`src/design/bole_pkg.sv`:
```
// shared types, codes and constants of the bounded ordered list engine
`default_nettype none

package bole_pkg;

	localparam int BOLE_CAPACITY = 16;

	typedef enum logic [1:0] {
		OP_INSERT  = 2'd0,
		OP_DELETE  = 2'd1,
		OP_REPLACE = 2'd2,
		OP_DUMP    = 2'd3
	} op_t;

	typedef enum logic [2:0] {
		ST_OK       = 3'd0,
		ST_FULL     = 3'd1,
		ST_BADPOS   = 3'd2,
		ST_NOTFOUND = 3'd3,
		ST_EMPTY    = 3'd4
	} res_status_t;

	typedef enum logic [3:0] {
		S_IDLE,
		S_DECIDE,
		S_SH_RD,
		S_SH_WR,
		S_SCAN_RD,
		S_SCAN_EV,
		S_DEL_RD,
		S_DEL_WR,
		S_RESP
	} state_t;

	typedef enum logic [1:0] {
		RD_IDX,
		RD_PREV,
		RD_NEXT
	} rd_sel_t;

	typedef enum logic [1:0] {
		WR_VAL,
		WR_SHIFT,
		WR_NEW
	} wr_sel_t;

	typedef struct packed {
		logic        load;
		logic        clr;
		logic        idx_set_len;
		logic        idx_inc;
		logic        idx_dec;
		logic        rd_en;
		rd_sel_t     rd_sel;
		logic        wr_en;
		wr_sel_t     wr_sel;
		logic        cnt_inc;
		logic        pos_from_idx;
		logic        len_inc;
		logic        len_dec;
		logic        out_load_resp;
		logic        out_load_dump;
		res_status_t st;
	} cmd_t;

	typedef struct packed {
		op_t  op;
		logic full;
		logic bad_pos;
		logic empty;
		logic match;
		logic at_ins_pos;
		logic idx_last;
		logic cnt_zero;
		logic out_free;
	} stat_t;

endpackage

`default_nettype wire

```
`src/design/bole_ctrl.sv`:
```
// controller state machine of the bounded ordered list engine
`default_nettype none

module bole_ctrl (
	input  wire logic           clk,
	input  wire logic           arst_n,
	input  wire logic           cmd_valid,
	input  wire bole_pkg::stat_t stat,
	output bole_pkg::cmd_t      cmd,
	output logic                ready
);
	import bole_pkg::*;

	state_t      state_q, state_d;
	res_status_t st_q, st_d;

	always_ff @(posedge clk or negedge arst_n) begin
		if (!arst_n) begin
			state_q <= S_IDLE;
			st_q    <= ST_OK;
		end else begin
			state_q <= state_d;
			st_q    <= st_d;
		end
	end

	// next state
	always_comb begin
		state_d = state_q;
		st_d    = st_q;
		case (state_q)
			S_IDLE: begin
				if (cmd_valid) state_d = S_DECIDE;
			end
			S_DECIDE: begin
				if (stat.op == OP_INSERT) begin
					if (stat.full) begin
						state_d = S_RESP;
						st_d    = ST_FULL;
					end else if (stat.bad_pos) begin
						state_d = S_RESP;
						st_d    = ST_BADPOS;
					end else begin
						state_d = S_SH_RD;
					end
				end else if (stat.empty) begin
					state_d = S_RESP;
					st_d    = ST_EMPTY;
				end else begin
					state_d = S_SCAN_RD;
				end
			end
			S_SH_RD: begin
				if (stat.at_ins_pos) begin
					state_d = S_RESP;
					st_d    = ST_OK;
				end else begin
					state_d = S_SH_WR;
				end
			end
			S_SH_WR: state_d = S_SH_RD;
			S_SCAN_RD: state_d = S_SCAN_EV;
			S_SCAN_EV: begin
				case (stat.op)
					OP_DELETE: begin
						if (stat.match) begin
							state_d = S_DEL_RD;
						end else if (stat.idx_last) begin
							state_d = S_RESP;
							st_d    = ST_NOTFOUND;
						end else begin
							state_d = S_SCAN_RD;
						end
					end
					OP_REPLACE: begin
						if (stat.idx_last) begin
							state_d = S_RESP;
							st_d    = (stat.match || !stat.cnt_zero) ? ST_OK : ST_NOTFOUND;
						end else begin
							state_d = S_SCAN_RD;
						end
					end
					OP_DUMP: begin
						if (stat.out_free) state_d = stat.idx_last ? S_IDLE : S_SCAN_RD;
					end
					default: state_d = S_IDLE;
				endcase
			end
			S_DEL_RD: begin
				if (stat.idx_last) begin
					state_d = S_RESP;
					st_d    = ST_OK;
				end else begin
					state_d = S_DEL_WR;
				end
			end
			S_DEL_WR: state_d = S_DEL_RD;
			S_RESP: begin
				if (stat.out_free) state_d = S_IDLE;
			end
			default: state_d = S_IDLE;
		endcase
	end

	// outputs
	always_comb begin
		cmd        = '0;
		cmd.rd_sel = RD_IDX;
		cmd.wr_sel = WR_VAL;
		cmd.st     = st_q;
		ready      = (state_q == S_IDLE);
		case (state_q)
			S_IDLE: cmd.load = cmd_valid;
			S_DECIDE: begin
				cmd.clr         = 1'b1;
				cmd.idx_set_len = (stat.op == OP_INSERT);
			end
			S_SH_RD: begin
				if (stat.at_ins_pos) begin
					cmd.wr_en   = 1'b1;
					cmd.wr_sel  = WR_VAL;
					cmd.len_inc = 1'b1;
				end else begin
					cmd.rd_en  = 1'b1;
					cmd.rd_sel = RD_PREV;
				end
			end
			S_SH_WR: begin
				cmd.wr_en   = 1'b1;
				cmd.wr_sel  = WR_SHIFT;
				cmd.idx_dec = 1'b1;
			end
			S_SCAN_RD: begin
				cmd.rd_en  = 1'b1;
				cmd.rd_sel = RD_IDX;
			end
			S_SCAN_EV: begin
				case (stat.op)
					OP_DELETE: begin
						if (stat.match) cmd.pos_from_idx = 1'b1;
						else cmd.idx_inc = !stat.idx_last;
					end
					OP_REPLACE: begin
						if (stat.match) begin
							cmd.wr_en        = 1'b1;
							cmd.wr_sel       = WR_NEW;
							cmd.cnt_inc      = 1'b1;
							cmd.pos_from_idx = stat.cnt_zero;
						end
						cmd.idx_inc = !stat.idx_last;
					end
					OP_DUMP: begin
						if (stat.out_free) begin
							cmd.out_load_dump = 1'b1;
							cmd.idx_inc       = !stat.idx_last;
						end
					end
					default: ;
				endcase
			end
			S_DEL_RD: begin
				if (stat.idx_last) begin
					cmd.len_dec = 1'b1;
				end else begin
					cmd.rd_en  = 1'b1;
					cmd.rd_sel = RD_NEXT;
				end
			end
			S_DEL_WR: begin
				cmd.wr_en   = 1'b1;
				cmd.wr_sel  = WR_SHIFT;
				cmd.idx_inc = 1'b1;
			end
			S_RESP: cmd.out_load_resp = stat.out_free;
			default: ;
		endcase
	end

endmodule

`default_nettype wire

```
`src/design/bole_dp.sv`:
```
// datapath of the bounded ordered list engine: list memory, counters, result register
`default_nettype none

module bole_dp #(
	parameter int CAPACITY = bole_pkg::BOLE_CAPACITY
) (
	input  wire logic               clk,
	input  wire logic               arst_n,
	input  wire bole_pkg::cmd_t     cmd,
	output bole_pkg::stat_t         stat,
	input  wire logic [1:0]         opcode,
	input  wire logic [6:0]         position,
	input  wire logic signed [31:0] value,
	input  wire logic signed [31:0] new_value,
	output logic                    res_valid,
	input  wire logic               res_stall,
	output logic [2:0]              status,
	output logic [6:0]              out_position,
	output logic signed [31:0]      out_value,
	output logic [6:0]              match_count,
	output logic                    last
);
	import bole_pkg::*;

	localparam int IW = (CAPACITY > 1) ? $clog2(CAPACITY) : 1;
	localparam int LW = $clog2(CAPACITY + 1);

	op_t           op_q;
	logic [6:0]    pos_q;
	logic [31:0]   val_q, nval_q;
	logic [LW-1:0] len_q, cnt_q;
	logic [IW-1:0] idx_q, rd_addr;
	logic [6:0]    res_pos_q;
	logic [31:0]   rdata_q, wdata;
	logic [31:0]   mem [CAPACITY];
	logic [LW-1:0] idx_p1;
	logic          out_valid_q;
	logic          out_free;

	assign idx_p1   = LW'(idx_q) + LW'(1);
	assign out_free = !out_valid_q || !res_stall;

	always_comb begin
		stat.op         = op_q;
		stat.full       = (len_q == LW'(CAPACITY));
		stat.bad_pos    = (pos_q == 7'd0) || (pos_q > (7'(len_q) + 7'd1));
		stat.empty      = (len_q == '0);
		stat.match      = (rdata_q == val_q);
		stat.at_ins_pos = (7'(idx_q) == (pos_q - 7'd1));
		stat.idx_last   = (idx_p1 == len_q);
		stat.cnt_zero   = (cnt_q == '0);
		stat.out_free   = out_free;
	end

	always_comb begin
		case (cmd.rd_sel)
			RD_PREV: rd_addr = idx_q - IW'(1);
			RD_NEXT: rd_addr = idx_q + IW'(1);
			default: rd_addr = idx_q;
		endcase
		case (cmd.wr_sel)
			WR_SHIFT: wdata = rdata_q;
			WR_NEW:   wdata = nval_q;
			default:  wdata = val_q;
		endcase
	end

	always_ff @(posedge clk) begin
		if (cmd.wr_en) mem[idx_q] <= wdata;
		if (cmd.rd_en) rdata_q <= mem[rd_addr];
	end

	always_ff @(posedge clk) begin
		if (cmd.load) begin
			op_q   <= op_t'(opcode);
			pos_q  <= position;
			val_q  <= value;
			nval_q <= new_value;
		end
		if (cmd.pos_from_idx) res_pos_q <= 7'(idx_p1);
	end

	always_ff @(posedge clk or negedge arst_n) begin
		if (!arst_n) begin
			len_q <= '0;
			cnt_q <= '0;
			idx_q <= '0;
		end else begin
			if (cmd.len_inc) len_q <= len_q + LW'(1);
			else if (cmd.len_dec) len_q <= len_q - LW'(1);
			if (cmd.clr) cnt_q <= '0;
			else if (cmd.cnt_inc) cnt_q <= cnt_q + LW'(1);
			if (cmd.idx_set_len) idx_q <= IW'(len_q);
			else if (cmd.clr) idx_q <= '0;
			else if (cmd.idx_inc) idx_q <= idx_q + IW'(1);
			else if (cmd.idx_dec) idx_q <= idx_q - IW'(1);
		end
	end

	// result register
	always_ff @(posedge clk or negedge arst_n) begin
		if (!arst_n) begin
			out_valid_q <= 1'b0;
		end else if (cmd.out_load_resp || cmd.out_load_dump) begin
			out_valid_q <= 1'b1;
		end else if (!res_stall) begin
			out_valid_q <= 1'b0;
		end
	end

	always_ff @(posedge clk) begin
		if (cmd.out_load_resp) begin
			status <= cmd.st;
			if (cmd.st != ST_OK) out_position <= 7'd0;
			else if (op_q == OP_INSERT) out_position <= pos_q;
			else out_position <= res_pos_q;
			out_value   <= (op_q == OP_DUMP) ? 32'sd0 : $signed(val_q);
			match_count <= (op_q == OP_REPLACE) ? 7'(cnt_q) : 7'(len_q);
			last        <= 1'b1;
		end else if (cmd.out_load_dump) begin
			status       <= ST_OK;
			out_position <= 7'(idx_p1);
			out_value    <= $signed(rdata_q);
			match_count  <= 7'(len_q);
			last         <= stat.idx_last;
		end
	end

	assign res_valid = out_valid_q;

endmodule

`default_nettype wire

```
`src/design/bounded_ordered_list_engine.sv`:
```
// insert shifts from the tail to its position; delete scans and shifts up; replace and
// dump scan the list, dump waiting out stalls; errors and empty lists skip to the result
// one command at a time; the next is taken the cycle after its last result is loaded
// each shift step is a read then a write on the list memory
// the result register lets the next command be taken while a result waits
// reset clears the list length and control; the store is never read before written
`default_nettype none

module bounded_ordered_list_engine #(
	parameter int CAPACITY = bole_pkg::BOLE_CAPACITY
) (
	input  wire logic               clk,
	input  wire logic               arst_n,
	input  wire logic               cmd_valid,
	output logic                    cmd_stall,
	input  wire logic [1:0]         opcode,
	input  wire logic [6:0]         position,
	input  wire logic signed [31:0] value,
	input  wire logic signed [31:0] new_value,
	output logic                    res_valid,
	input  wire logic               res_stall,
	output logic [2:0]              status,
	output logic [6:0]              out_position,
	output logic signed [31:0]      out_value,
	output logic [6:0]              match_count,
	output logic                    last
);
	import bole_pkg::*;

	cmd_t  cmd;
	stat_t stat;
	logic  ready;

	assign cmd_stall = !ready;

	bole_ctrl u_ctrl (
		.clk       (clk),
		.arst_n    (arst_n),
		.cmd_valid (cmd_valid),
		.stat      (stat),
		.cmd       (cmd),
		.ready     (ready)
	);

	bole_dp #(
		.CAPACITY (CAPACITY)
	) u_dp (
		.clk          (clk),
		.arst_n       (arst_n),
		.cmd          (cmd),
		.stat         (stat),
		.opcode       (opcode),
		.position     (position),
		.value        (value),
		.new_value    (new_value),
		.res_valid    (res_valid),
		.res_stall    (res_stall),
		.status       (status),
		.out_position (out_position),
		.out_value    (out_value),
		.match_count  (match_count),
		.last         (last)
	);

endmodule

`default_nettype wire

```
`config.mk`:
```
export PLATFORM = sky130hd
export DESIGN_NAME = bounded_ordered_list_engine
export DESIGN_NICKNAME = d
export VERILOG_FILES = /design/src/design/bole_pkg.sv /design/src/design/bole_ctrl.sv /design/src/design/bole_dp.sv /design/src/design/bounded_ordered_list_engine.sv
export SDC_FILE = /design/constraint.sdc
export NUM_CORES = 1
export LEC_CHECK = 0
export BUFFER_PORTS_ARGS = -buffer_cell sky130_fd_sc_hd__buf_4
export CORE_MARGIN = 8
export CORE_UTILIZATION = 46
export CTS_CLUSTER_SIZE = 30
export DETAILED_ROUTE_END_ITERATION = 12
export PLACE_DENSITY = 0.71
export SKIP_CTS_REPAIR_TIMING = 1
export SLEW_MARGIN = 20
export SYNTH_ARGS = -nofsm -noshare
export SYNTH_HDL_FRONTEND = slang
export SYNTH_SLANG_ARGS = --single-unit
```
`constraint.sdc`:
```
create_clock -name clk -period 5.4 [get_ports clk]
set_clock_uncertainty 0.05 [all_clocks]
set_input_delay 0 -clock clk [delete_from_list [all_inputs] [get_ports clk]]
set_output_delay 0 -clock clk [all_outputs]
set_load 0.1 [all_outputs]
```
* Yosys cells after proc, flatten, opt, wreduce, memory -nomap -nowiden
Memories as Yosys holds them, arrays and structs flattened. A register that Yosys moved wholly into a read port is not among the register bits. Index checks and enable logic that the tools add are counted.
Storage, ports and cells: output and inout port bits 52, word-level logic and storage cells 157, flip-flop bits (word level) 150, RAM bits 512, input bits 77, memories kept 1
Cells by class: reduce and logical (&&, ||, !) cells 23, order comparisons 1, eq/ne operators 31, muxes and demuxes 77, add/subtract/negate cells 8
Memory list:
- u_dp.mem | depth 16, width 32, read ports 1, clocked after Yosys merged registers in 1, wr ports 1, RTL line bole_dp.sv:35 | logic [31:0] mem [CAPACITY];
Operators by type and width (count):
- 2-to-1 mux 32 bit | 3
- 2-to-1 mux 4 bit | 16
- case mux 32 bit (2 select lines) | 1
- 2-to-1 mux 3 bit | 15
- 2-to-1 mux 7 bit | 6
- case mux 4 bit (9 select lines) | 1
- == test 32 bit | 1
- 2-to-1 mux 5 bit | 6
- case mux 3 bit (3 select lines) | 2
- 2-to-1 mux 1 bit | 17
- == test 4 x 3 -> 1 bit, second input constant | 4
- != test 3 x 2 -> 1 bit, second input constant | 4
- case mux 3 bit (4 select lines) | 1
- case mux 4 bit (3 select lines) | 1
- adder 5 x 1 -> 5 bit, second input constant | 2
- zero test 5 bit | 2
- AND reduction 9 bit | 1
- == test 2 bit, second input constant | 4
- == test 4 x 2 -> 1 bit, second input constant | 2
- case mux 4 bit (2 select lines) | 1
- nonzero test 4 bit | 2
- == test 4 x 7 -> 1 bit | 1
- greater-than comparator 7 bit | 1
- zero test 7 bit | 1
- 27 further kinds | 45

* Logic depth before layout (Yosys ltp)
Gate-level depths: netlist of run 1.
depth in word-level cells 9, gate-level depth with buffers 19, depth with buffers taken out 16

* Cells and area by module
A second synthesis of run 1 with hierarchy kept.
Second synthesis, totals: cell total of the unflattened synthesis 1556, area total of the unflattened synthesis 28051.9 um^2
By module, submodules not included:
- bole_dp | seq. area each 20484.6 um^2, cells an instance 1464, times used 1, area an instance 27267.4 um^2
- bole_ctrl | seq. area each 175.2 um^2, cells an instance 91, times used 1, area an instance 780.7 um^2
- bounded_ordered_list_engine | seq. area each 0.0 um^2, cells an instance 1, times used 1, area an instance 3.8 um^2

* Worst setup path after synthesis of run 1
No wires, ideal clock.
path kind register to register, start point reg u_dp.pos_q[0], end point reg u_dp.rdata_q[13] (read register of u_dp.mem) (data pin), period minus slack after synthesis 4.159 ns, data required time 5.076 ns, stages on the path, launching flop included 18, data arrival time 3.835 ns, setup slack 1.241 ns, path buffers 3, cells stage by stage edfxtp_1 -> inv_1 -> ha_1 -> xnor2_1 -> or3_1 -> a311oi_1 -> nand3_1 -> and2_1 -> ha_1 -> clkbuf_1 -> nor3_1 -> a21oi_1 -> buf_2 -> buf_4 -> mux4_2 -> and2_1 -> a211oi_1 -> a31oi_1
On the way: word-level cells in the longest chain between the ends 6
Ends and longest elaborated chain:
- from (decl) | RTL line bole_dp.sv:29 | logic [6:0] pos_q;
- from (signal assigned) | RTL line bole_dp.sv:76 | pos_q <= position;
- subtractor 7 x 1 -> 7 bit * | RTL line bole_dp.sv:49 | stat.at_ins_pos = (7'(idx_q) == (pos_q - 7'd1));
- == test 4 x 7 -> 1 bit * | RTL line bole_dp.sv:49
- 2-to-1 mux 3 bit * | RTL line bole_ctrl.sv:119 | if (stat.at_ins_pos) begin
- case mux 3 bit (3 select lines) * | RTL line bole_ctrl.sv:112 | case (state_q)
- == test 2 bit / == test 2 x 1 -> 1 bit (equally long branches) | RTL line bole_dp.sv:56 | case (cmd.rd_sel)
- case mux 4 bit (2 select lines) | RTL line bole_dp.sv:56
- to (decl) | RTL line bole_dp.sv:34 | logic [31:0] rdata_q, wdata;
Mark *: on every way between the ends. The rest lies on a longest branch, timed or not. A chain may end at the register's enable or synchronous reset.

* Final worst setup path of run 1
start point reg u_dp.pos_q[0], end point reg u_dp.rdata_q[4] (read register of u_dp.mem) (data pin)
The elaborated chain is that of the path after synthesis.

==> results.md, run 1 <==
* Max Clk Rate at 212 MHz
* Synth area leaders: edfxtp_1, mux4_2, nand2_1, dfrtp_1, o21ai_0
* Synth Cell Area at 28300 um2
* Max stage delay on crit path at 0.54 ns
* CTS buffer count at 70
* Worst slew margin at 0.276
* Layout Area Growth over Synthesis at 19.1%
* Max Slew Vio Count at 0
* Top FF cell, synth: edfxtp_1
* Worst Max-Slew Pin Slew at 1.09 ns
* Initial antenna violation count at 0
* Largest net degree at the start of global routing at 77
* First-pass GRT wire length at 105000 um
* Tmin final at 4.72 ns
* Unique cell type count in the Yosys netlist at 61
* Clock power frac at 0.293
* Req. time, crit path at 5.66 ns
* Die width at 264 um
* Area after DPL at 30800 um2
* Async S/R FF share, synth at 0.0318
* Worst VDD drop at 400 uV
* H-tree depth at 3
* Placed insts at 2524
* Number of synthesis warnings at 0
* 1st-iter DRT viols at 1814
* Layout cell share with drive strength beyond 1 at 0.240
* Worst-path clk slew at 0.06 ns
* Leading area contributor after synthesis: edfxtp_1
* Post-DR vias/cell at 5.94
* Final ANT Viol Nets at 0
* Top-count cell post-synth: edfxtp_1
* Pwr dens at 468 nW/um2
* Family with the most delay on the worst path: compound AO/OA/AOI/OAI gates
* Combinational Power Share at 0.281
* NetSw at 4.94 mW
* # nets final at 1990
* Most common library cells after synthesis: edfxtp_1, nand2_1, mux4_2, o21ai_0, clkbuf_1
* Pint at 10.9 mW
* Worst EP arrival at 4.98 ns
* Die Area at 69800 um2
* Die H at 264 um
* Setup ws final at 0.683 ns
* Yosys reg bits at 692
* Clock Path Buffers at 3
* Ant diodes at 0
* Total congestion overflow at 0
* Final setup TNS at 0 ns
* IO buf count at 126
* Period utilization at 0.874
* CTS tree: done
* Gpl congestion at 0.835
* Syn Inst Count at 1621
* Worst-path maximum fanout at 41
* Final setup violation count at 0
* Drt wl/cell at 26.3 um
* Number of enable flip-flop cells after synthesis at 669
* Vias in the first global route at 16248
* Total GRT Usage at 0.201
* Clock latency on the worst-skew pair at 0.62 ns
* Seq pwr share at 0.427
* IO Count at 129
* DR pass1 iterations at 5
* Post-DP HPWL at 40400 um
* Syn Area/Cell at 17.5 um2
* CP bufs+invs at 2
* Core Rows at 91
* # clock sinks at 692
* Worst Hold Margin at 0.0571 ns
* Pre-CTS WS at 0.688 ns
* Crit Path Class: flop to flop
* CP cell instances: inv_1 > ha_1 > xnor2_1 > or3_1 > a311oi_1 > nand3_1 > and2_1 > ha_1 > nor3_1 > a21oi_4 > buf_12 > mux4_2 > and2_1 > a211oi_1 > a31oi_1
* DRC errors left at 0
* Total Power at 15.8 mW
* Via count at 16177
* Fin. Hold Viols at 0
* RSZ-0062 raised after global routing: false
* Sw frac at 0.313
* Filler instances at 4584
* Finished Layout Cells at 2724
* Final core occ at 0.551
* Worst Hold Class: primary input to flop
* CP Launch Type: flop
* Worst setup EP type: flop
* Initial Util at 0.462
* Share of the synthesized area in the top cell type at 0.709
* Worst R2R Setup Slack at 0.68 ns
* Leakage at 11.6 nW
* Worst path slowest cell: mux4_2
* Register area share after synthesis at 0.729
* Core area at 61300 um2
* Outcome: finished clean
* Final Cell Area at 33700 um2
* Drt total wl at 71500 um
* Max cap viols at 0
* Clk root buf: clkbuf_16
## layout by cell type (no fill, tap or decap), types with 37 or more instances in the layout
master,n
mux4_2,128
and2_1,37
dlygate4sd3_1,77
o21ai_0,82
edfxtp_1,669
xor2_1,38
nand2_1,154
clkbuf_16,72
buf_4,182
## layout make-up
cell class	instances	area (um2)	area share
Tap cell	790	988	0.0293
Multi-Input combinational cell	816	7250	0.215
Timing Repair Buffer	282	2600	0.0770
Sequential cell	692	20700	0.612
Inverter	22	82.6	0.00245
Clock inverter	30	272	0.00805
Clock buffer	92	1890	0.0559
## layer usage
metal / vias up / GRT usage / part of all wire
met5: - / 0 / 0
met4: 0 / 0.0693 / 0.033
met3: 151 / 0.0536 / 0.097
met2: 842 / 0.320 / 0.47
met1: 8218 / 0.267 / 0.40
li1: 6966 / - / -
## flip-flops by register name, summed over array words and instances, names as in the netlist, 7 cells and up
register           cells
u_dp.val_q            32
u_dp.pos_q             7
u_dp.mem             512
u_dp.nval_q           32
u_dp.out_position      7
u_dp.rdata_q          32
u_dp.out_value        32
## path summary, 6_finish.rpt
kind,start,to,cells after the start
max,u_dp.pos_q[0],u_dp.rdata_q[4],15
min,value[11],u_dp.val_q[11],2
max reg2reg,u_dp.pos_q[0],u_dp.rdata_q[4],15
min reg2reg,u_dp.last,u_dp.last,2
max in group asynchronous,arst_n,u_dp.cnt_q[2],4
min in group asynchronous,arst_n,u_dp.res_valid,4
## cell families (layout without fill, tap and decap cells)
kind of cell | Yosys count | in the layout | share of synthesized area
DFF | 692 | 692 | 0.729
and+or+nand+nor | 348 | 348 | 0.0610
AOI/OAI and AO/OA | 239 | 239 | 0.0539
muxes | 143 | 143 | 0.108
buffers and inverters | 114 | 426 | 0.0176
xor gates and xnor gates | 55 | 55 | 0.0173
adders and majority gates | 29 | 29 | 0.0131
other | 1 | 2 | 0.000132
## power groups by stage
stage	combinational, mW	clock [mW]	sequential (mW)
2_1_floorplan	2.62	0	7.35
3_3_place_gp	4.30	0	6.83
3_5_place_dp	4.40	0	6.84
4_1_cts	4.42	4.70	6.73
5_1_grt	4.76	4.90	6.76
6_report	4.43	4.62	6.74
No activity file was read; power rests on OpenSTA's default activity.
==> inputs of run 2 (changes only) <==
--- a/config.mk
+++ b/config.mk
@@ -6,7 +6,6 @@
 export NUM_CORES = 1
 export LEC_CHECK = 0
 export BUFFER_PORTS_ARGS = -buffer_cell sky130_fd_sc_hd__buf_4
-export CORE_MARGIN = 8
 export CORE_UTILIZATION = 46
 export CTS_CLUSTER_SIZE = 30
 export DETAILED_ROUTE_END_ITERATION = 12
==> run 2 against run 1 <==
Effect of this change: cell count shrank 0.11%; sequential cell count is the same; setup slack lost 0.14 ns.
==> results.md, run 2 (synthesized netlist as in run 1, its figures left out) <==
* Family with the most delay on the worst path: compound AO/OA/AOI/OAI gates (unchanged)
* Vias in the first global route at 15783 (was 16248)
* First-pass GRT wire length at 103000 um (was 105000 um)
* Total Power at 15.9 mW (was 15.8 mW)
* Seq pwr share at 0.424 (was 0.427)
* Leakage at 11.6 nW (about the same)
* Max FFs per register at 512 (unchanged)
* NetSw at 4.94 mW (about the same)
* Total GRT Usage at 0.226 (was 0.201)
* R2r startpoint: u_dp.idx_q[0] (was u_dp.pos_q[0])
* Worst-path maximum fanout at 18 (was 41)
* R2r endpoint: u_dp.rdata_q[4] (unchanged)
* FF-to-FF path depth at 16 (was 15)
* Clock Path Buffers at 3 (unchanged)
* Largest Register: u_dp.mem (unchanged)
* Met2 Wirelength at 33600 um (was 33900 um)
* Fin. Hold Viols at 0 (unchanged)
* Core area at 60600 um2 (was 61300 um2)
* Total congestion overflow at 0 (unchanged)
* Largest net degree at the start of global routing at 65 (was 77)
* CP cell instances: inv_1 > ha_1 > xnor2_1 > o211ai_1 > or3_1 > nand2_1 > inv_1 > ha_1 > mux2i_1 > nor2_1 > a21oi_4 > buf_4 > mux4_2 > and2_1 > a211oi_1 > a31oi_1 (was inv_1 > ha_1 > xnor2_1 > or3_1 > a311oi_1 > nand3_1 > and2_1 > ha_1 > nor3_1 > a21oi_4 > buf_12 > mux4_2 > and2_1 > a211oi_1 > a31oi_1)
* Req. time, crit path at 5.65 ns (was 5.66 ns)
* Via count at 16300 (was 16177)
* Met3 Routed Length at 6950 um (was 6910 um)
* Worst slew margin at 0.320 (was 0.276)
* Initial antenna violation count at 1 (was 0)
* Pint at 10.9 mW (about the same)
* Worst Hold Margin at 0.0575 ns (was 0.0571 ns)
* Path length in cells of the critical path at 16 (was 15)
* Max Clk Rate at 206 MHz (was 212 MHz)
* Sw frac at 0.311 (was 0.313)
* Ant diodes at 0 (unchanged)
* Clk root buf: clkbuf_16 (unchanged)
* DR pass1 iterations at 6 (was 5)
* Worst path slowest cell: dfrtp_1 (was mux4_2)
* Clock power frac at 0.301 (was 0.293)
* Pwr dens at 471 nW/um2 (was 468 nW/um2)
* Crit Path Class: flop to flop (unchanged)
* IO buf count at 126 (unchanged)
* Crit path to: u_dp.rdata_q[4] (unchanged)
* Initial Util at 0.468 (was 0.462)
* DRC errors left at 0 (unchanged)
* CTS tree: done (unchanged)
* RSZ-0062 raised after global routing: false (unchanged)
* 1st-iter DRT viols at 1964 (was 1814)
* CTS buffer count at 71 (was 70)
* Tmin final at 4.86 ns (was 4.72 ns)
* # nets final at 1995 (was 1990)
* Max stage delay on crit path at 0.65 ns (was 0.54 ns)
* Worst-path clk slew at 0.06 ns (about the same)
* CP bufs+invs at 3 (was 2)
* Most common cell after layout, fill and taps aside: edfxtp_1 (unchanged)
* IO Count at 129 (unchanged)
* Final ANT Viol Nets at 0 (unchanged)
* Die Area at 62600 um2 (was 69800 um2)
* Worst VDD drop at 306 uV (was 400 uV)
* Most frequent cells in the layout: edfxtp_1, buf_4, nand2_1 (unchanged)
* Die width at 250 um (was 264 um)
* # clock sinks at 692 (unchanged)
* Worst R2R Setup Slack at 0.54 ns (was 0.68 ns)
* Worst Hold Class: primary input to flop (unchanged)
* Period utilization at 0.900 (was 0.874)
* Worst EP arrival at 5.11 ns (was 4.98 ns)
* Gpl congestion at 0.859 (was 0.835)
* Die H at 250 um (was 264 um)
* Max Slew Vio Count at 0 (unchanged)
* Post-DR vias/cell at 5.99 (was 5.94)
* Layout Area Growth over Synthesis at 19.2% (was 19.1%)
* Layout cell share with drive strength beyond 1 at 0.243 (was 0.240)
* M1 WL at 28800 um (was 28400 um)
* Drt wl/cell at 26.2 um (was 26.3 um)
* Clock latency on the worst-skew pair at 0.60 ns (was 0.62 ns)
* Worst setup EP type: flop (unchanged)
* Worst setup startpoint: u_dp.idx_q[0] (was u_dp.pos_q[0])
* Max cap viols at 0 (unchanged)
* Worst Max-Slew Pin Slew at 1.01 ns (was 1.09 ns)
* H-tree depth at 3 (unchanged)
* Drt total wl at 71200 um (was 71500 um)
* Core Rows at 90 (was 91)
* Combinational Power Share at 0.275 (was 0.281)
* Final setup violation count at 0 (unchanged)
* Outcome: finished clean (unchanged)
* Top routing layer used: met4 (unchanged)
* Post-DP HPWL at 41100 um (was 40400 um)
* Final setup TNS at 0 ns (unchanged)
* CP Launch Type: flop (unchanged)
[run 2: cell types whose count changed in the layout (fill, tap and decap cells not counted), moves of 2 or more]
cell | previous run | this run
o21ai_0 | 82 | 80
buf_4 | 182 | 192
buf_12 | 23 | 17
bufinv_16 | 4 | 6
clkinvlp_4 | 0 | 2
clkinv_1 | 14 | 18
o21ai_1 | 0 | 2
clkbuf_1 | 19 | 13
[run 2: per-layer routing]
metal  GRT usage  vias up
met5           0        -
met3      0.0476      124
met4      0.0689        0
met2       0.354      904
li1            -     6956
met1       0.320     8316
[run 2: through the flow]
stage,cells,utilization,instance area (um2),setup WS [ns]
CTS,2642,0.544,32900,0.594
global placement,2519,0.507,30700,0.707
detailed placement,2519,0.507,30700,0.649
floorplan,1622,-,28300,1.24
finish,2721,0.557,33800,0.542
global route,2721,0.557,33800,0.301
[run 2: final cells by class]
class / instances / area [um2]
sequential: 692 / 20700
inverter: 22 / 82.6
timing repair buffer: 286 / 2550
clock inverter: 36 / 340
clock buffer: 87 / 1890
multi-input combinational: 816 / 7250
tap: 782 / 978
fill: 4543 / 26800
[run 2: how the worst min path moves through the flow]
stage / start / endpoint / slack [ns] / cells after the start
2_1_floorplan: arst_n / u_ctrl.st_q[0] / -0.35 / 0
3_5_place_dp: arst_n / u_dp.res_valid / -0.14 / 1
3_3_place_gp: arst_n / u_ctrl.state_q[3] / -0.14 / 1
4_1_cts: arst_n / u_dp.cnt_q[0] / -0.76 / 1
6_report: value[17] / u_dp.val_q[17] / 0.06 / 2
5_1_grt: value[11] / u_dp.val_q[11] / 0.04 / 2
[run 2: power by group through the flow]
| stage | Clock [mW] | Combinational [mW] | Sequential, mW |
|---|---|---|---|
| after CTS | 4.83 | 4.34 | 6.74 |
| after global placement | 0 | 4.25 | 6.84 |
| final | 4.78 | 4.37 | 6.74 |
| after global routing | 5.04 | 4.68 | 6.77 |
| after detailed placement | 0 | 4.33 | 6.84 |
| after floorplan | 0 | 2.62 | 7.35 |
